<file path="config.mk">
export PLATFORM = sky130hd
export DESIGN_NAME = uart_frame_from_pulse_runs_top_flat
export DESIGN_NICKNAME = d
export VERILOG_FILES = /design/src/rtl/core/ufpr_pkg.sv /design/src/rtl/core/ufpr_if.sv /design/src/rtl/core/ufpr_div.sv /design/src/rtl/core/ufpr_asm.sv /design/src/rtl/core/uart_frame_from_pulse_runs_top.sv /design/src/flat_wrapper.sv
export SDC_FILE = /design/constraint.sdc
export NUM_CORES = 1
export LEC_CHECK = 0
export BUFFER_PORTS_ARGS = -buffer_cell sky130_fd_sc_hd__buf_2
export CAP_MARGIN = 15
export CORE_ASPECT_RATIO = 0.5
export CORE_MARGIN = 2
export CORE_UTILIZATION = 54
export CTS_CLUSTER_SIZE = 28
export DETAILED_ROUTE_END_ITERATION = 12
export PLACE_DENSITY = 0.73
export SLEW_MARGIN = 40
export SYNTH_ARGS = -nofsm -noshare
export SYNTH_HDL_FRONTEND = slang
export SYNTH_SLANG_ARGS = --single-unit
export TNS_END_PERCENT = 100
</file>
<file path="constraint.sdc">
create_clock -name clock -period 4.91 [get_ports clock]
set_input_delay 0.491 -clock clock [delete_from_list [all_inputs] [get_ports clock]]
set_output_delay 0.491 -clock clock [all_outputs]
set_load 0.01 [all_outputs]
</file>
<file path="src/rtl/core/ufpr_pkg.sv">
// ----------------------------------------------------------------------------
// ufpr_pkg
// Shared widths, types and helpers of the UART frame receiver fed by line
// level runs.
// ----------------------------------------------------------------------------
package ufpr_pkg;

   localparam int unsigned DurW     = 15;
   localparam int unsigned BitTimeW = 15;
   localparam int unsigned DivW     = 16;
   localparam int unsigned CountW   = 4;
   localparam int unsigned FrameLen = 10;
   localparam int unsigned DataW    = 8;

   localparam logic [BitTimeW-1:0] BitTimeReset = 15'd104;
   localparam logic [CountW-1:0]   MaxRunBits   = 4'(FrameLen);
   localparam logic [CountW-1:0]   LastPos      = 4'(FrameLen - 1);

   // sequencer states
   typedef enum logic [2:0] {
      ST_IDLE   = 3'b001,
      ST_DIVIDE = 3'b010,
      ST_FEED   = 3'b100
   } seq_state_type;

   // request to the frame assembler
   typedef struct packed {
      logic step;
      logic clear;
      logic level;
   } asm_cmd_type;

   // frame assembler status
   typedef struct packed {
      logic             will_emit;
      logic             emit;
      logic [DataW-1:0] data;
      logic             frame_error;
   } asm_stat_type;

   // rounded quotient to bit count, clamped to 1..10
   function automatic logic [CountW-1:0] run_bits(input logic [DivW-1:0] quot);
      logic [CountW-1:0] n;
      begin
         if (quot == '0) begin
            n = 4'd1;
         end else if (quot > DivW'(FrameLen)) begin
            n = MaxRunBits;
         end else begin
            n = quot[CountW-1:0];
         end
         return n;
      end
   endfunction

endpackage

</file>
<file path="src/rtl/core/ufpr_if.sv">
// ----------------------------------------------------------------------------
// ufpr_if
// Valid/ready channels of the receiver: level runs in, bytes out, and the
// bit time register write port.
// ----------------------------------------------------------------------------
interface ufpr_req_if;
   import ufpr_pkg::*;
   logic                valid;
   logic                ready;
   logic                kind;
   logic                line_level;
   logic [DurW-1:0]     run_ticks;

   modport source (output valid, kind, line_level, run_ticks, input ready);
   modport sink   (input valid, kind, line_level, run_ticks, output ready);
endinterface

interface ufpr_rsp_if;
   import ufpr_pkg::*;
   logic                valid;
   logic                ready;
   logic [DataW-1:0]    data_byte;
   logic                frame_error;

   modport source (output valid, data_byte, frame_error, input ready);
   modport sink   (input valid, data_byte, frame_error, output ready);
endinterface

interface ufpr_csr_if;
   import ufpr_pkg::*;
   logic                valid;
   logic                ready;
   logic [BitTimeW-1:0] bit_time;

   modport source (output valid, bit_time, input ready);
   modport sink   (input valid, bit_time, output ready);
endinterface

</file>
<file path="src/rtl/core/ufpr_div.sv">
// ----------------------------------------------------------------------------
// ufpr_div
// Restoring divider, one quotient bit per cycle through a single shared
// subtract and compare.
// ----------------------------------------------------------------------------
module ufpr_div (
   input  logic                          clock,
   input  logic                          reset,
   input  logic                          start,
   input  logic [ufpr_pkg::DivW-1:0]     dividend,
   input  logic [ufpr_pkg::BitTimeW-1:0] divisor,
   output logic                          done,
   output logic [ufpr_pkg::DivW-1:0]     quotient
);
   import ufpr_pkg::*;

   localparam int unsigned IterW = $clog2(DivW);

   logic                busy_ff,  busy_in;
   logic                done_ff,  done_in;
   logic [IterW-1:0]    iter_ff,  iter_in;
   logic [BitTimeW-1:0] rem_ff,   rem_in;
   logic [DivW-1:0]     quot_ff,  quot_in;
   logic [BitTimeW-1:0] dvs_ff,   dvs_in;

   logic [BitTimeW:0]   trial;
   logic [BitTimeW+1:0] diff;
   logic                ge;

   // trial subtract of the shifted partial remainder
   assign trial = {rem_ff, quot_ff[DivW-1]};
   assign diff  = {1'b0, trial} - {2'b00, dvs_ff};
   assign ge    = ~diff[BitTimeW+1];

   // iteration control
   always_comb begin
      busy_in = busy_ff;
      done_in = 1'b0;
      iter_in = iter_ff;
      rem_in  = rem_ff;
      quot_in = quot_ff;
      dvs_in  = dvs_ff;
      if (start) begin
         busy_in = 1'b1;
         iter_in = '0;
         rem_in  = '0;
         quot_in = dividend;
         dvs_in  = divisor;
      end else if (busy_ff) begin
         rem_in  = ge ? diff[BitTimeW-1:0] : trial[BitTimeW-1:0];
         quot_in = {quot_ff[DivW-2:0], ge};
         iter_in = iter_ff + 1'b1;
         if (iter_ff == IterW'(DivW - 1)) begin
            busy_in = 1'b0;
            done_in = 1'b1;
         end
      end
   end

   always_ff @(posedge clock) begin
      if (reset) begin
         busy_ff <= 1'b0;
         done_ff <= 1'b0;
         iter_ff <= '0;
      end else begin
         busy_ff <= busy_in;
         done_ff <= done_in;
         iter_ff <= iter_in;
      end
   end

   // datapath registers
   always_ff @(posedge clock) begin
      rem_ff  <= rem_in;
      quot_ff <= quot_in;
      dvs_ff  <= dvs_in;
   end

   assign done     = done_ff;
   assign quotient = quot_ff;

endmodule

</file>
<file path="src/rtl/core/ufpr_asm.sv">
// ----------------------------------------------------------------------------
// ufpr_asm
// 8N1 frame assembler, takes one line bit per step and reports a finished
// frame in the step that completes it.
// ----------------------------------------------------------------------------
module ufpr_asm (
   input  logic                   clock,
   input  logic                   reset,
   input  ufpr_pkg::asm_cmd_type  cmd,
   output ufpr_pkg::asm_stat_type stat
);
   import ufpr_pkg::*;

   logic [FrameLen-1:0] frame_bits_ff, frame_bits_in;
   logic [CountW-1:0]   bit_count_ff,  bit_count_in;
   logic                in_frame_ff,   in_frame_in;

   logic [FrameLen-1:0] merged;
   logic [FrameLen-1:0] pos_mask;

   // place the new bit at the current frame position
   assign pos_mask = FrameLen'(1) << bit_count_ff;
   assign merged   = cmd.level ? (frame_bits_ff | pos_mask) : frame_bits_ff;

   // status toward the sequencer and output register
   always_comb begin
      stat.will_emit   = in_frame_ff && (bit_count_ff == LastPos);
      stat.emit        = cmd.step && !cmd.clear && stat.will_emit;
      stat.data        = merged[DataW:1];
      stat.frame_error = merged[0] | ~merged[FrameLen-1];
   end

   // assembler state update
   always_comb begin
      frame_bits_in = frame_bits_ff;
      bit_count_in  = bit_count_ff;
      in_frame_in   = in_frame_ff;
      if (cmd.clear) begin
         frame_bits_in = '0;
         bit_count_in  = '0;
         in_frame_in   = 1'b0;
      end else if (cmd.step) begin
         if (!in_frame_ff) begin
            if (!cmd.level) begin
               in_frame_in   = 1'b1;
               frame_bits_in = '0;
               bit_count_in  = 4'd1;
            end
         end else if (stat.will_emit) begin
            frame_bits_in = '0;
            bit_count_in  = '0;
            in_frame_in   = 1'b0;
         end else begin
            frame_bits_in = merged;
            bit_count_in  = bit_count_ff + 1'b1;
         end
      end
   end

   always_ff @(posedge clock) begin
      if (reset) begin
         frame_bits_ff <= '0;
         bit_count_ff  <= '0;
         in_frame_ff   <= 1'b0;
      end else begin
         frame_bits_ff <= frame_bits_in;
         bit_count_ff  <= bit_count_in;
         in_frame_ff   <= in_frame_in;
      end
   end

endmodule

</file>
<file path="src/rtl/core/uart_frame_from_pulse_runs_top.sv">
// A level run goes from its accept cycle through the divider iterations and a
// load of the bit count to one assembler step per bit (n = 1..10 bits); a zero
// bit time skips the divider. A resync beat clears the assembler in its accept
// cycle. A stalled result output holds the step that would complete the next
// frame. Synchronous active-high reset clears the assembler and the output
// valid flag and sets the bit time to 104 ticks.
// ----------------------------------------------------------------------------
// uart_frame_from_pulse_runs_top
// UART 8N1 receiver fed with timed line level runs: converts each run to a
// bit count by rounded division and assembles frames into bytes.
// ----------------------------------------------------------------------------
module uart_frame_from_pulse_runs_top (
   input  logic  clock,
   input  logic  reset,
   ufpr_req_if.sink   req_if,
   ufpr_rsp_if.source rsp_if,
   ufpr_csr_if.sink   csr_if
);
   import ufpr_pkg::*;

   seq_state_type       state_ff,     state_in;
   logic [BitTimeW-1:0] bit_time_ff,  bit_time_in;
   logic [CountW-1:0]   bits_left_ff, bits_left_in;
   logic                level_ff,     level_in;
   logic                rsp_valid_ff, rsp_valid_in;
   logic [DataW-1:0]    rsp_data_ff,  rsp_data_in;
   logic                rsp_err_ff,   rsp_err_in;

   logic                req_accept;
   logic                div_start;
   logic                div_done;
   logic [DivW-1:0]     dividend;
   logic [DivW-1:0]     quotient;
   logic                out_stall;
   asm_cmd_type         asm_cmd;
   asm_stat_type        asm_stat;

   // bit time register
   assign csr_if.ready = 1'b1;
   assign bit_time_in  = (csr_if.valid && csr_if.ready) ? csr_if.bit_time : bit_time_ff;

   assign req_if.ready = (state_ff == ST_IDLE);
   assign req_accept   = req_if.valid && req_if.ready;

   // rounded division: duration plus half a bit time
   assign dividend  = {1'b0, req_if.run_ticks} + {2'b00, bit_time_ff[BitTimeW-1:1]};
   assign div_start = req_accept && !req_if.kind && (bit_time_ff != '0);

   ufpr_div u_div (
      .clock    (clock),
      .reset    (reset),
      .start    (div_start),
      .dividend (dividend),
      .divisor  (bit_time_ff),
      .done     (div_done),
      .quotient (quotient)
   );

   // hold the completing step while the previous byte is still waiting
   assign out_stall = asm_stat.will_emit && rsp_valid_ff && !rsp_if.ready;

   // sequencer
   always_comb begin
      state_in      = state_ff;
      bits_left_in  = bits_left_ff;
      level_in      = level_ff;
      asm_cmd.step  = 1'b0;
      asm_cmd.clear = 1'b0;
      asm_cmd.level = level_ff;
      case (state_ff)
         ST_IDLE: begin
            if (req_accept) begin
               level_in = req_if.line_level;
               if (req_if.kind) begin
                  asm_cmd.clear = 1'b1;
               end else if (bit_time_ff == '0) begin
                  bits_left_in = 4'd1;
                  state_in     = ST_FEED;
               end else begin
                  state_in = ST_DIVIDE;
               end
            end
         end
         ST_DIVIDE: begin
            if (div_done) begin
               bits_left_in = run_bits(quotient);
               state_in     = ST_FEED;
            end
         end
         ST_FEED: begin
            if (!out_stall) begin
               asm_cmd.step = 1'b1;
               bits_left_in = bits_left_ff - 1'b1;
               if (bits_left_ff == 4'd1) begin
                  state_in = ST_IDLE;
               end
            end
         end
         default: begin
            state_in = ST_IDLE;
         end
      endcase
   end

   ufpr_asm u_asm (
      .clock (clock),
      .reset (reset),
      .cmd   (asm_cmd),
      .stat  (asm_stat)
   );

   // result output register
   always_comb begin
      rsp_valid_in = rsp_valid_ff;
      rsp_data_in  = rsp_data_ff;
      rsp_err_in   = rsp_err_ff;
      if (asm_stat.emit) begin
         rsp_valid_in = 1'b1;
         rsp_data_in  = asm_stat.data;
         rsp_err_in   = asm_stat.frame_error;
      end else if (rsp_if.ready) begin
         rsp_valid_in = 1'b0;
      end
   end

   assign rsp_if.valid       = rsp_valid_ff;
   assign rsp_if.data_byte   = rsp_data_ff;
   assign rsp_if.frame_error = rsp_err_ff;

   always_ff @(posedge clock) begin
      if (reset) begin
         state_ff     <= ST_IDLE;
         bit_time_ff  <= BitTimeReset;
         bits_left_ff <= '0;
         rsp_valid_ff <= 1'b0;
      end else begin
         state_ff     <= state_in;
         bit_time_ff  <= bit_time_in;
         bits_left_ff <= bits_left_in;
         rsp_valid_ff <= rsp_valid_in;
      end
   end

   always_ff @(posedge clock) begin
      level_ff    <= level_in;
      rsp_data_ff <= rsp_data_in;
      rsp_err_ff  <= rsp_err_in;
   end

`ifndef NO_ASSERTIONS
   // divider finishes only while the sequencer waits for it
   a_div_done_in_divide: assert property (@(posedge clock) disable iff (reset)
      div_done |-> (state_ff == ST_DIVIDE))
      else $error("divider done outside divide phase");

   // feeding always has at least one bit left
   a_feed_has_bits: assert property (@(posedge clock) disable iff (reset)
      (state_ff == ST_FEED) |-> (bits_left_ff != '0))
      else $error("feed phase with no bits left");

   // a finished frame never overwrites a byte still waiting
   a_no_overwrite: assert property (@(posedge clock) disable iff (reset)
      asm_stat.emit |-> !(rsp_valid_ff && !rsp_if.ready))
      else $error("result register overwritten");

   // a resync beat leaves the sequencer idle
   a_resync_idle: assert property (@(posedge clock) disable iff (reset)
      (req_accept && req_if.kind) |=> (state_ff == ST_IDLE))
      else $error("resync did not return to idle");
`endif

endmodule
</file>
<file path="src/flat_wrapper.sv">
// flat-port wrapper written by rule: the top's interface ports become plain ports
module uart_frame_from_pulse_runs_top_flat import ufpr_pkg::*;
  (clock, reset, req_if_valid, req_if_kind, req_if_line_level, req_if_run_ticks, req_if_ready, rsp_if_valid, rsp_if_data_byte, rsp_if_frame_error, rsp_if_ready, csr_if_valid, csr_if_bit_time, csr_if_ready);
  ufpr_req_if req_if_i ();
  ufpr_rsp_if rsp_if_i ();
  ufpr_csr_if csr_if_i ();
  input  logic clock;
  input  logic reset;
  input wire logic [$bits(req_if_i.valid)-1:0] req_if_valid;
  input wire logic [$bits(req_if_i.kind)-1:0] req_if_kind;
  input wire logic [$bits(req_if_i.line_level)-1:0] req_if_line_level;
  input wire logic [$bits(req_if_i.run_ticks)-1:0] req_if_run_ticks;
  output wire logic [$bits(req_if_i.ready)-1:0] req_if_ready;
  output wire logic [$bits(rsp_if_i.valid)-1:0] rsp_if_valid;
  output wire logic [$bits(rsp_if_i.data_byte)-1:0] rsp_if_data_byte;
  output wire logic [$bits(rsp_if_i.frame_error)-1:0] rsp_if_frame_error;
  input wire logic [$bits(rsp_if_i.ready)-1:0] rsp_if_ready;
  input wire logic [$bits(csr_if_i.valid)-1:0] csr_if_valid;
  input wire logic [$bits(csr_if_i.bit_time)-1:0] csr_if_bit_time;
  output wire logic [$bits(csr_if_i.ready)-1:0] csr_if_ready;
  assign req_if_i.valid = req_if_valid;
  assign req_if_i.kind = req_if_kind;
  assign req_if_i.line_level = req_if_line_level;
  assign req_if_i.run_ticks = req_if_run_ticks;
  assign req_if_ready = req_if_i.ready;
  assign rsp_if_valid = rsp_if_i.valid;
  assign rsp_if_data_byte = rsp_if_i.data_byte;
  assign rsp_if_frame_error = rsp_if_i.frame_error;
  assign rsp_if_i.ready = rsp_if_ready;
  assign csr_if_i.valid = csr_if_valid;
  assign csr_if_i.bit_time = csr_if_bit_time;
  assign csr_if_ready = csr_if_i.ready;
  uart_frame_from_pulse_runs_top u_core (.clock(clock), .reset(reset), .req_if(req_if_i), .rsp_if(rsp_if_i), .csr_if(csr_if_i));
endmodule
</file>
==> results of run 1 <==
-- how the worst max path moves through the flow --
stage	startpoint	cells past startpoint	endpoint
finish	u_core.u_div.quotient[15]	10	u_core.u_div.rem_ff[14]
global placement	u_core.u_div.quotient[15]	10	u_core.u_div.rem_ff[14]
detailed placement	req_if_valid	7	u_core.u_div.rem_ff[12]
floorplan	req_if_run_ticks[0]	8	u_core.u_div.quotient[12]
global route	u_core.u_div.quotient[15]	10	u_core.u_div.rem_ff[14]
CTS	u_core.u_div.quotient[15]	10	u_core.u_div.rem_ff[14]
-- cell usage after synthesis (7+ instances only) --
| cell | count |
|---|---|
| o211ai_1 | 7 |
| nand3_1 | 23 |
| nor3_1 | 16 |
| clkbuf_1 | 12 |
| a211o_1 | 9 |
| o21a_1 | 8 |
| mux2i_1 | 15 |
| a31oi_1 | 14 |
| a21o_1 | 19 |
| a21oi_1 | 37 |
| nor2b_1 | 7 |
| o21ai_0 | 37 |
| buf_2 | 11 |
| inv_1 | 33 |
| xor2_1 | 14 |
| and3_1 | 7 |
| edfxtp_1 | 41 |
| nor2_1 | 57 |
| xnor2_1 | 7 |
| ha_1 | 38 |
| nand2_1 | 47 |
| dfxtp_1 | 59 |
| nand4_1 | 8 |
-- flip-flops by register name, indices dropped and copies added, names as in the netlist, 3 cells and up --
register and cells:
u_core.bit_time_ff 15, u_core.bits_left_ff 4, u_core.u_div.rem_ff 15, u_core.u_div.dvs_ff 15, u_core.state_ff 3, u_core.u_asm.frame_bits_ff 10, u_core.u_div.quotient 16, u_core.u_div.iter_ff 4
u_core.u_asm.bit_count_ff 4, u_core.rsp_if.data_byte 8
-- through the flow --
step	util (%)	total power [W]	worst slack, ns
2_1_floorplan	-	0.00158	2.56
3_3_place_gp	58.8	0.00172	2.20
3_5_place_dp	58.8	0.00173	2.11
4_1_cts	61.7	0.00245	2.10
5_1_grt	61.7	0.00258	1.83
6_report	61.7	0.00244	2.07
-- metal layers --
layer	share of wire (%)	track usage, %
met1	49	33.9
met5	0	0
met2	43	35.6
met4	1.6	6.70
met3	6.2	5.30
-- worst reg2reg max path: cells and delay by family (launching register included) --
family,cells,cell delay [ns]
compound gates,5,1.45
fa+ha+maj,2,0.59
flops,1,0.42
simple gates,1,0.19
buf+inv,2,0.13
-- power groups by stage --
| stage | sequential, W | clock [W] | combinational, W |
|---|---|---|---|
| finish | 0.00101 | 0.000714 | 0.000716 |
| global route | 0.00102 | 0.000755 | 0.000798 |
| detailed placement | 0.00103 | 0 | 0.000701 |
| floorplan | 0.00101 | 0 | 0.000574 |
| CTS | 0.00101 | 0.000726 | 0.000709 |
| global placement | 0.00103 | 0 | 0.000693 |
-- cell type report --
type	instances	area, um^2	share of cell area, %
multi-input cells	457	3080	48.5
flip-flops and latches	100	2410	38.0
repair buffers	51	265	4.18
clock buffers	10	229	3.61
well taps	140	175	2.76
inverters	33	124	1.95
clock inverters	6	61.3	0.967
-- kinds of logic after synthesis --
group,synth area share (%)
buffers and inverters,4.61
adders and majority gates,8.97
AOI/OAI and AO/OA,21.0
and+or+nand+nor,17.3
muxes,2.81
DFF,42.0
other,0.0652
xor gates and xnor gates,3.20
==> run_results.csv, run 1 <==
group,metric,value,unit
floorplan,initial_core_util,55.9,%
synth,ys_top_cells_by_area,"edfxtp_1, dfxtp_1, ha_1, nor2_1, a21oi_1",
placement,place_inst,781,
run,cap_violations,0,
floorplan,io-pin-count,49,
floorplan,core.rowCount,26,
routing,drt-total-wl,13.0,mm
worst_setup_path,worstPathMaxFanout,17,
worst_setup_path,cp_top_family,"compound AO/OA/AOI/OAI gates",
timing,timing.fmax,352,MHz
worst_setup_path,reg2reg_depth,10,
global_route,grt_pass1_vias,4359,
worst_setup_path,crit_required,5.18,ns
worst_setup_path,slowest_stage,"o31ai_4",
finish,fin_nets,729,
floorplan,die_x,150,um
finish,final_area,6340,um^2
placement,dpl-instance-area,6050,um^2
timing,finalSetupViolCount,0,
worst_setup_path,path_class,"reg2reg",
global_route,grt.total_usage,23.6,%
synth,netlist_instances,619,
pwr,seqPwrFrac,41.5,%
hold_path,min_to,"u_core.level_ff",
cts,clk_latency,0.35,ns
finish,antenna_cells,0,
worst_setup_path,critPathCaptureType,"flip-flop",
hold_path,whs_path_depth,1,
synth,synthesis.area,5750,um^2
timing,min_period,2.84,ns
worst_setup_path,crit_top_cell,"inv_1",
global_route,gr-total-overflow,0,
floorplan,die_h,77.0,um
routing,drcViolationCount,0,
routing,wire_per_inst,16.3,um
timing,worstMarginPinSlew,0.760,ns
pwr,ir_drop,0.000209,V
finish,stdcell_count,797,
synth,synth_top_area_share,21.4,%
pwr,leakage,2.64,nW
routing,ant_nets,0,
cts,ctsHoldBuffers,0,
timing,fin_skew,0.0103,ns
synth,ys_ff_latch,100,
cts,ctsResizeCount,0,
finish,layout-drive-gt1-share,12.8,%
routing,drt_first_pass_iters,4,
global_route,grt_max_degree,41,
cts,clkTransAtPathRegs,0.07,ns
finish,fillers,879,
timing,slew_viol_final,0,
cts,numCtsBuffers,9,
status,status,"complete, no violations",
global_route,grt_pass1_wl,21.6,mm
timing,timing.hold.ws,0.338,ns
worst_setup_path,worstPathArrival,3.12,ns
synth,yosys.area.top_type,"edfxtp_1",
synth,yosysWarningCount,0,
global_route,antenna_found_initial,0,
floorplan,core,10300,um^2
pwr,swShare,33.1,%
routing,vias,4711,
cts,htreeDepth,3,
hold_path,hold_start,"req_if_line_level",
placement,dp_hpwl,9.26,mm
synth,synth-edff-count,41,
worst_setup_path,crit_chain,"inv_1 > ha_1 > inv_1 > fa_1 > a21oi_1 > nand4b_1 > a31oi_4 > o31ai_4 > o311ai_0 > a31oi_1",
pwr,p_int,0.00163,W
synth,synth.distinct_cells,66,
floorplan,dieArea,11500,um^2
worst_setup_path,r2r-end,"u_core.u_div.rem_ff[14]",
pwr,switching_power,0.000810,W
timing,tns,0,ns
synth,ys.flop_type,"dfxtp_1",
worst_setup_path,cp_slowest_stage_delay,0.69,ns
worst_setup_path,critPathLaunchType,"flip-flop",
hold_path,hp-class,"in2reg",
pwr,power_density,385,nW/um^2
cts,cts_sinks,100,
finish,layout_common_cells,"dfxtp_1, nor2_1, nand2_1, buf_2, edfxtp_1",
worst_setup_path,ff2ff_setup_slack,2.07,ns
placement,place.port_buffers,47,
cts,cts_setup_buffers,0,
cts,clockBufferDepth,2,
pwr,comb_power_share,29.3,%
finish,syn_to_final_growth,10.3,%
synth,syn_avg_cell_area,9.29,um^2
timing,final_hold_viol_count,0,
timing,rsz0062_at_grt,"no",
routing,dr.first_iter.drc_count,261,
finish,layout_commonest_cell,"dfxtp_1",
cts,clock-root-buffer,"clkbuf_16",
synth,synth_nets,696,
placement,place_congestion,0.914,
synth,synthArstFlopShare,0,%
worst_setup_path,cp_num_buf_inv,2,
timing,relSlewSlack,49.3,%
routing,via_per_inst,5.91,
worst_setup_path,crit-reg2reg-launch,"u_core.u_div.quotient[15]",
cts,cts_tree,"built",
pwr,p_clk_share,29.2,%
synth,synth-seq-area-share,42.0,%
timing,fin_crit_sh,57.9,%
No activity file was read; power rests on OpenSTA's default activity.
==> inputs of run 2 (changes only) <==
==> constraint.sdc (replaced) <==
create_clock -name clock -period 2.71 [get_ports clock]
set_input_delay 0.271 -clock clock [delete_from_list [all_inputs] [get_ports clock]]
set_output_delay 0.271 -clock clock [all_outputs]
set_load 0.01 [all_outputs]
==> run 2 against run 1 <==
Utilization rose by 0.47 points; cell count is 0.75% higher; global-route usage about the same; sequential cell count unchanged; total power is 80% higher; sequential power up 82%; register-to-register slack lost 1.9 ns; first-iteration DRC count shrank 5.4%; critical path type unchanged.
==> run_results.csv, run 2 (same netlist as run 1, synthesis figures left out) <==
group,metric,value,unit
finish,stdcell_count,803,
worst_setup_path,cp_top_family,"compound AO/OA/AOI/OAI gates",
timing,fin_crit_sh,93.7,%
status,status,"complete, no violations",
cts,htreeDepth,3,
floorplan,die_h,77.0,um
routing,drt-total-wl,13.1,mm
pwr,power_density,690,nW/um^2
worst_setup_path,worstPathMaxFanout,9,
finish,syn_to_final_growth,11.2,%
worst_setup_path,slowest_stage,"o31a_2",
timing,min_period,2.54,ns
pwr,swShare,33.9,%
routing,ant_nets,0,
pwr,leakage,2.66,nW
pwr,comb_power_share,30.3,%
cts,clk_latency,0.34,ns
timing,slew_viol_final,0,
global_route,grt.total_usage,23.6,%
timing,finalSetupViolCount,0,
pwr,seqPwrFrac,41.8,%
floorplan,core,10300,um^2
timing,tns,0,ns
timing,relSlewSlack,54.8,%
worst_setup_path,cp_slowest_stage_delay,0.44,ns
cts,cts_sinks,100,
floorplan,core.rowCount,26,
worst_setup_path,worstPathArrival,2.80,ns
floorplan,initial_core_util,55.9,%
global_route,antenna_found_initial,0,
timing,final_hold_viol_count,0,
timing,rsz0062_at_grt,"no",
timing,timing.fmax,394,MHz
worst_setup_path,crit_required,2.97,ns
cts,ctsHoldBuffers,0,
finish,layout_commonest_cell,"dfxtp_1",
cts,numCtsBuffers,9,
floorplan,dieArea,11500,um^2
pwr,p_int,0.00291,W
routing,wire_per_inst,16.4,um
placement,dp_hpwl,9.41,mm
cts,cts_setup_buffers,0,
finish,fin_nets,735,
finish,final_util,62.2,%
routing,drt_first_pass_iters,4,
cts,clkTransAtPathRegs,0.07,ns
global_route,grt_pass1_vias,4325,
floorplan,io-pin-count,49,
worst_setup_path,path_class,"reg2reg",
routing,dr.first_iter.drc_count,247,
worst_setup_path,cp_num_buf_inv,2,
finish,largest_reg_flops,16,
finish,layout-drive-gt1-share,13.6,%
cts,clockBufferDepth,2,
timing,worstMarginPinSlew,0.673,ns
finish,layout_common_cells,"dfxtp_1, nor2_1, nand2_1, buf_2, edfxtp_1",
placement,place_inst,787,
finish,antenna_cells,0,
global_route,grt_max_degree,53,
routing,drcViolationCount,0,
cts,cts_tree,"built",
run,cap_violations,0,
floorplan,die_x,150,um
timing,fin_skew,0.00805,ns
global_route,grt_pass1_wl,21.5,mm
global_route,gr-total-overflow,0,
hold_path,hp-class,"in2reg",
routing,vias,4782,
cts,clock-root-buffer,"clkbuf_16",
routing,via_per_inst,5.96,
placement,place_congestion,0.934,
pwr,switching_power,0.00150,W
pwr,p_clk_share,27.9,%
worst_setup_path,crit_chain,"inv_1 > ha_1 > inv_1 > fa_1 > a21oi_1 > nand4b_1 > a31oi_4 > o31a_2 > o32a_1 > o31ai_1",
pwr,ir_drop,0.000269,V
worst_setup_path,crit_top_cell,"inv_1",
placement,place.port_buffers,47,
worst_setup_path,critPathCaptureType,"flip-flop",
worst_setup_path,critPathLaunchType,"flip-flop",
-- run 2: layer usage --
layer  GRT usage [%]  wire length [um]  vias to the layer above
met3            5.24               988                       18
met1            34.2              6280                     2222
met4            6.51               169                        0
met5               0                 0                        -
li1                -                 -                     2356
met2            35.6              5710                      186
-- run 2: stage by stage --
stage / power, W / setup WS [ns] / instance area [um^2] / hold slack [ns]
2_1_floorplan: 0.00286 / 0.363 / 5750 / 0.370
3_3_place_gp: 0.00315 / 0.246 / 6100 / 0.445
3_5_place_dp: 0.00318 / 0.166 / 6100 / 0.463
4_1_cts: 0.00440 / 0.146 / 6390 / 0.119
5_1_grt: 0.00465 / 0.0177 / 6390 / 0.117
6_report: 0.00441 / 0.171 / 6390 / 0.132
-- run 2: final cells by class --
class / instances / area [um^2]
Multi-Input combinational cell: 457 / 3070
Clock inverter: 7 / 56.3
Fill cell: 925 / 3890
Tap cell: 140 / 175
Inverter: 33 / 124
Sequential cell: 100 / 2410
Clock buffer: 9 / 225
Timing Repair Buffer: 57 / 327
-- run 2: power by group through the flow --
stage	clock network [W]	registers [W]	logic (W)
after floorplan	0	0.00182	0.00104
after global placement	0	0.00187	0.00128
after detailed placement	0	0.00187	0.00131
after CTS	0.00125	0.00184	0.00131
after global routing	0.00131	0.00186	0.00148
final	0.00123	0.00184	0.00134
-- run 2: path summary, 6_finish.rpt --
path              depth (start not counted)                          start  slack (ns)                       endpoint
hold / removal                            2             csr_if_bit_time[3]        0.13          u_core.bit_time_ff[3]
setup / recovery                         10      u_core.u_div.quotient[15]        0.17        u_core.u_div.rem_ff[12]
hold reg to reg                           2  u_core.u_asm.frame_bits_ff[8]        0.48  u_core.u_asm.frame_bits_ff[8]
setup reg to reg                         10      u_core.u_div.quotient[15]        0.17        u_core.u_div.rem_ff[12]
-- run 2: repair_timing --
action	4_1_cts	5_1_grt
gates resized for setup	0	2
setup endpoints to repair	0	3
endpoints found under the hold margin	0	0
